--- config.mk ---
export PLATFORM = sky130hd
export DESIGN_NAME = ascending_list_sorter_unit
export DESIGN_NICKNAME = d
export VERILOG_FILES = /design/src/hw/rtl/lsu_pkg.sv /design/src/hw/rtl/lsu_ram.sv /design/src/hw/rtl/ascending_list_sorter_unit.sv
export SDC_FILE = /design/constraint.sdc
export NUM_CORES = 1
export LEC_CHECK = 0
export BUFFER_PORTS_ARGS = -buffer_cell sky130_fd_sc_hd__buf_4
export CORE_MARGIN = 4
export CORE_UTILIZATION = 30
export DETAILED_ROUTE_END_ITERATION = 8
export PLACE_DENSITY = 0.43
export REMOVE_ABC_BUFFERS = 1
export SYNTH_ARGS = -nofsm -noshare
export SYNTH_HDL_FRONTEND = slang
export SYNTH_SLANG_ARGS = --single-unit
--- constraint.sdc ---
create_clock -name i_clk -period 10.9 [get_ports i_clk]
set_clock_uncertainty 0.1 [all_clocks]
set_input_delay 1.635 -clock i_clk [delete_from_list [all_inputs] [get_ports i_clk]]
set_output_delay 1.635 -clock i_clk [all_outputs]
set_load 0.01 [all_outputs]
--- src/hw/rtl/lsu_pkg.sv ---
`timescale 1ns / 1ps

package lsu_pkg;

    localparam int MAX_ELEMENTS = 16;
    localparam int DATA_W       = 32;
    localparam int CNT_W        = $clog2(MAX_ELEMENTS + 1);
    localparam int IDX_W        = $clog2(MAX_ELEMENTS);

    typedef enum logic [5:0] {
        S_IDLE  = 6'b000001,
        S_CMP   = 6'b000010,
        S_PLACE = 6'b000100,
        S_EREAD = 6'b001000,
        S_EWAIT = 6'b010000,
        S_EOUT  = 6'b100000
    } t_state;

endpackage

--- src/hw/rtl/lsu_ram.sv ---
`timescale 1ns / 1ps

module lsu_ram #(
    parameter int DEPTH = 16,
    parameter int WIDTH = 32
) (
    input  logic                     i_clk,
    input  logic                     i_we,
    input  logic [$clog2(DEPTH)-1:0] i_waddr,
    input  logic [WIDTH-1:0]         i_wdata,
    input  logic [$clog2(DEPTH)-1:0] i_raddr,
    output logic [WIDTH-1:0]         o_rdata
);

    logic [WIDTH-1:0] r_mem [DEPTH];

    always_ff @(posedge i_clk) begin
        if (i_we) begin
            r_mem[i_waddr] <= i_wdata;
        end
        o_rdata <= r_mem[i_raddr];
    end

endmodule

--- src/hw/rtl/ascending_list_sorter_unit.sv ---
`timescale 1ns / 1ps

// Collects a list of signed 32-bit values and returns it in ascending order.
// Each accepted value is placed by insertion into a single-port-write,
// single-port-read memory: the entries above it are read one per cycle and
// moved up one place until the slot is found, then the value is written
// there. Values beyond MAX_ELEMENTS are dropped. When the value with the last
// mark is taken, the list is sent out; each result is read from memory,
// captured and then transferred, and the next read starts only once the
// output takes the result. o_stall is high for the whole time the block
// works on an item or sends a list.
module ascending_list_sorter_unit (
    input  logic                        i_clk,
    input  logic                        i_rst_n,
    input  logic                        i_valid,
    output logic                        o_stall,
    input  logic signed [lsu_pkg::DATA_W-1:0] i_value,
    input  logic                        i_last,
    output logic                        o_valid,
    input  logic                        i_stall,
    output logic signed [lsu_pkg::DATA_W-1:0] o_sorted_value,
    output logic                        o_last_out
);

    import lsu_pkg::*;

    t_state                    r_state, n_state;
    logic signed [DATA_W-1:0]  r_value, n_value;
    logic                      r_last, n_last;
    logic [CNT_W-1:0]          r_pos, n_pos;
    logic [CNT_W-1:0]          r_count, n_count;
    logic [CNT_W-1:0]          r_k, n_k;
    logic signed [DATA_W-1:0]  r_out, n_out;
    logic                      r_out_last, n_out_last;

    logic                      we;
    logic [IDX_W-1:0]          waddr;
    logic [DATA_W-1:0]         wdata;
    logic [IDX_W-1:0]          raddr;
    logic [DATA_W-1:0]         rdata;
    logic [CNT_W-1:0]          tmp;

    lsu_ram #(
        .DEPTH (MAX_ELEMENTS),
        .WIDTH (DATA_W)
    ) u_ram (
        .i_clk   (i_clk),
        .i_we    (we),
        .i_waddr (waddr),
        .i_wdata (wdata),
        .i_raddr (raddr),
        .o_rdata (rdata)
    );

    always_comb begin
        n_state    = r_state;
        n_value    = r_value;
        n_last     = r_last;
        n_pos      = r_pos;
        n_count    = r_count;
        n_k        = r_k;
        n_out      = r_out;
        n_out_last = r_out_last;
        we         = 1'b0;
        waddr      = r_pos[IDX_W-1:0];
        wdata      = r_value;
        raddr      = r_k[IDX_W-1:0];
        tmp        = '0;
        unique case (r_state)
            S_IDLE: begin
                if (i_valid) begin
                    n_value = i_value;
                    n_last  = i_last;
                    n_pos   = r_count;
                    n_k     = '0;
                    if (r_count == CNT_W'(MAX_ELEMENTS)) begin
                        // Store full: the value is dropped, a last mark still ends the list.
                        n_state = i_last ? S_EREAD : S_IDLE;
                    end else if (r_count == '0) begin
                        n_state = S_PLACE;
                    end else begin
                        tmp     = r_count - CNT_W'(1);
                        raddr   = tmp[IDX_W-1:0];
                        n_state = S_CMP;
                    end
                end
            end
            S_CMP: begin
                we    = 1'b1;
                waddr = r_pos[IDX_W-1:0];
                if (r_value < $signed(rdata)) begin
                    wdata = rdata;
                    n_pos = r_pos - CNT_W'(1);
                    if (r_pos == CNT_W'(1)) begin
                        n_state = S_PLACE;
                    end else begin
                        tmp   = r_pos - CNT_W'(2);
                        raddr = tmp[IDX_W-1:0];
                    end
                end else begin
                    wdata   = r_value;
                    n_count = r_count + CNT_W'(1);
                    n_state = r_last ? S_EREAD : S_IDLE;
                end
            end
            S_PLACE: begin
                we      = 1'b1;
                waddr   = r_pos[IDX_W-1:0];
                wdata   = r_value;
                n_count = r_count + CNT_W'(1);
                n_state = r_last ? S_EREAD : S_IDLE;
            end
            S_EREAD: begin
                raddr   = r_k[IDX_W-1:0];
                n_state = S_EWAIT;
            end
            S_EWAIT: begin
                n_out      = rdata;
                n_out_last = (r_k == r_count - CNT_W'(1));
                n_state    = S_EOUT;
            end
            S_EOUT: begin
                if (!i_stall) begin
                    if (r_out_last) begin
                        n_count = '0;
                        n_state = S_IDLE;
                    end else begin
                        n_k     = r_k + CNT_W'(1);
                        n_state = S_EREAD;
                    end
                end
            end
            default: n_state = S_IDLE;
        endcase
    end

    always_ff @(posedge i_clk) begin
        if (!i_rst_n) begin
            r_state <= S_IDLE;
            r_count <= '0;
        end else begin
            r_state <= n_state;
            r_count <= n_count;
        end
        r_value    <= n_value;
        r_last     <= n_last;
        r_pos      <= n_pos;
        r_k        <= n_k;
        r_out      <= n_out;
        r_out_last <= n_out_last;
    end

    assign o_stall        = (r_state != S_IDLE);
    assign o_valid        = (r_state == S_EOUT);
    assign o_sorted_value = r_out;
    assign o_last_out     = r_out_last;

endmodule

==> impl_metrics.tcl <==
set metrics [dict create \
    status "completed" \
    setup.worst_path.class "reg2reg" \
    cp_slowest_cell "buf_4" \
    reg2reg_depth 13 \
    power_frac_clock_pct 26.8 \
    clockBufferDepth 3 \
    n_fill_cell 8159 \
    cts_hold_buf 0 \
    grt_max_degree 192 \
    areaGrowthSynthToFinish_pct 17.1 \
    clkLatencyLatePin_ns 0.61 \
    p_leak_nw 10.6 \
    start_kind "flip-flop" \
    die_h_um 299 \
    cts_resized 0 \
    cts_tree "done" \
    gr-total-overflow 0 \
    cts_inserted_buffers 72 \
    portBuffers 71 \
    cpMostUsedCell "buf_4" \
    drive_gt1_share_pct 14.5 \
    initial_core_util_pct 30.4 \
    synth_ff_type "edfxtp_1" \
    detail_route.vias_per_cell 4.92 \
    worst_slew_pin_slew_ns 1.16 \
    die_x_um 299 \
    die_area_sq_mm 0.0896 \
    post-route-drc-count 0 \
    cp_cell_sequence "ha_1, nand4_1, nor4b_2, nand2_1, a21oi_1, o21a_1, o21ai_1, nor2_4, buf_4, buf_4, and3_1, o32ai_1, a221o_1" \
    worstPathMaxFanout 72 \
    rrSetupSlack_ns 5.16 \
    cts_root_buf "clkbuf_16" \
    period_minus_slack_ns 5.74 \
    core_area_sq_mm 0.0838 \
    synth.avg_cell_area_sq_um 13.9 \
    drt-initial-drc-count 1038 \
    switching_share_pct 36.6 \
    slew_headroom_pct 21.6 \
    fin_nets 2015 \
    power_mw 8.60 \
    ant_nets 0 \
    r2r_end "u_ram.o_rdata[0]$_DFF_P_" \
    arrival_ns 6.11 \
    drt-wirelength-per-cell_um 23.8 \
    min_from "u_ram.o_rdata[22]$_DFF_P_" \
    dpl.hpwl_mm 35.7 \
    synthArstFlopShare_pct 0 \
    grt_pass1_wl_mm 107 \
    placed_cell_area_sq_mm 0.0276 \
    power_frac_seq_pct 36.5 \
    setup_viol 0 \
    maxCapViolations 0 \
    hold_viol 0 \
    grt_antenna_before_repair 2 \
    slowest_delay_ns 0.81 \
    hold_end "o_sorted_value[22]$_DFFE_PP_" \
    place.gp.congestion 0.745 \
    synth.cell_area_sq_mm 0.0255 \
    path_clk_slew_ns 0.06 \
    hold_depth 0 \
    h-tree-depth 3 \
    yosysSeqAreaShare_pct 72.7 \
    power_frac_comb_pct 36.6 \
    vias 15400 \
    drt-total-wl_mm 74.4 \
    synth_top_area_cell "edfxtp_1" \
    ys_seq_elements 631 \
    grt_use_total_pct 16.3 \
    ir_drop_v 0.000369 \
    r2r-start "r_value[31]$_DFFE_PP_" \
    clock-sinks 631 \
    fin_crit_sh_pct 52.6 \
    num_rows 106 \
    power.switching_mw 3.15 \
    yosysTopAreaCellShare_pct 69.4 \
    synth_cells 1837 \
    slew_violations 0 \
    max_freq_ghz 0.174 \
    grt_pass1_vias 15300 \
    hold_class "reg2reg" \
    yosysWarningCount 0 \
    synth-edff-count 588 \
    crit_buf_inv 2 \
    setup_tns_ns 0 \
    rsz0062_at_grt "false" \
    worstSetupEndpointType "flip-flop" \
    p_int_mw 5.45 \
    io-pin-count 72 \
    required_ns 11.27 \
    dr.pass1.iters 5 \
    fin_area_sq_mm 0.0298 \
    powerDensity_mw_per_mm2 289 \
    synth_area_leaders "edfxtp_1 69%, nand2_1 6.7%, dfxtp_1 3.4%, and3_1 3.1%, mux2i_1 2.5%" \
    ys_types 61 \
    path_delay_family "compound AO/OA/AOI/OAI gates" \
    postCtsSetupBuffers 0 \
]
-- power by group through the flow --
| stage | Combinational [mW] | Sequential, mW | Clock [mW] |
|---|---|---|---|
| global placement | 3.16 | 3.20 | 0 |
| CTS | 3.20 | 3.14 | 2.37 |
| detailed placement | 3.19 | 3.19 | 0 |
| floorplan | 2.50 | 3.15 | 0 |
| finish | 3.15 | 3.14 | 2.31 |
| global route | 3.48 | 3.16 | 2.47 |
-- how the worst max path moves through the flow --
stage | from | endpoint | slack [ns] | cells after the start
6_report | r_value[31]$_DFFE_PP_ | u_ram.o_rdata[0]$_DFF_P_ | 5.16 | 13
5_1_grt | r_value[31]$_DFFE_PP_ | u_ram.o_rdata[19]$_DFF_P_ | 4.87 | 13
4_1_cts | r_value[31]$_DFFE_PP_ | u_ram.o_rdata[18]$_DFF_P_ | 5.14 | 13
3_5_place_dp | r_value[31]$_DFFE_PP_ | u_ram.o_rdata[16]$_DFF_P_ | 5.20 | 13
3_3_place_gp | r_value[31]$_DFFE_PP_ | u_ram.o_rdata[3]$_DFF_P_ | 5.30 | 13
2_1_floorplan | r_value[26]$_DFFE_PP_ | u_ram.o_rdata[30]$_DFF_P_ | -3.21 | 10
-- cell usage in the layout (no fill, tap or decap), drive strengths merged, types with 8 or more instances in the layout --
cell type,n
a21oi,22
a221o,31
a31oi,64
and3,127
buf,127
clkbuf,100
clkinv,24
dfxtp,43
edfxtp,588
ha,40
inv,40
mux2,32
mux2i,64
nand2,453
nand3,12
nor2,43
o21ai,60
o32ai,31
xnor2,8
xor2,12
-- synth_stat cells (all sizes together), types with 2 or more instances --
cell type / n
xnor2: 8
a31oi: 64
dfxtp: 43
mux2: 32
nand2b: 3
and3: 127
xor2: 12
nor3: 7
nand3: 12
or2: 3
o21ai: 60
edfxtp: 588
o2111ai: 2
a211o: 3
and2: 4
nand2: 453
clkbuf: 53
ha: 40
a221oi: 2
nand4: 3
a221o: 31
and4: 2
or3: 2
nor3b: 3
buf: 47
a21oi: 22
o32ai: 31
o21a: 4
o211ai: 6
inv: 40
nor2b: 3
o41ai: 2
nor2: 43
a211oi: 3
mux2i: 64
-- per-layer routing --
metal	global-route usage, %	share of wire (%)
met2	26.5	47
met3	2.59	4.3
met5	0	0
met4	4.58	2.5
met1	22.7	46
-- state kept, by name, summed over array words and instances, names as in the netlist --
name,count
r_pos,5
u_ram.r_mem,512
r_value,32
r_state,6
r_count,5
u_ram.o_rdata,32
o_sorted_value,32
o_last_out,1
r_last,1
r_k,5
-- per-stage QoR --
| stage | setup slack (ns) | instances | util (%) | hold WS, ns |
|---|---|---|---|---|
| after floorplan | -3.21 | 1737 | - | 0.308 |
| after global placement | 5.30 | 2998 | 32.9 | 0.318 |
| after detailed placement | 5.20 | 2998 | 32.9 | 0.319 |
| after CTS | 5.14 | 3128 | 35.6 | 0.333 |
| after global routing | 4.87 | 3128 | 35.6 | 0.351 |
| final | 5.16 | 3129 | 35.6 | 0.334 |
-- final cells by class --
type                       instances  area, sq um  area share (%)
tap                             1134         1420            4.76
antenna                            1         2.50         0.00839
timing repair buffer             127          978            3.28
clock buffer                     100         2020            6.78
sequential                       631        18500            62.1
inverter                          40          150           0.504
multi-input combinational       1066         6510            21.8
clock inverter                    30          214           0.718
-- logic make-up (layout without fill, tap and decap cells) --
logic type	count (synthesis)	after routing	share of synthesized area, %
AO/OA/AOI/OAI	240	240	6.67
XOR/XNOR	20	20	0.688
adder cells (fa/ha/maj)	40	40	1.97
buffers and inverters	140	297	2.34
flip-flops	631	631	72.7
multiplexers	96	96	3.93
other	0	1	0
AND/OR/NAND/NOR	670	670	11.7
(Power assumes the default switching activity.)
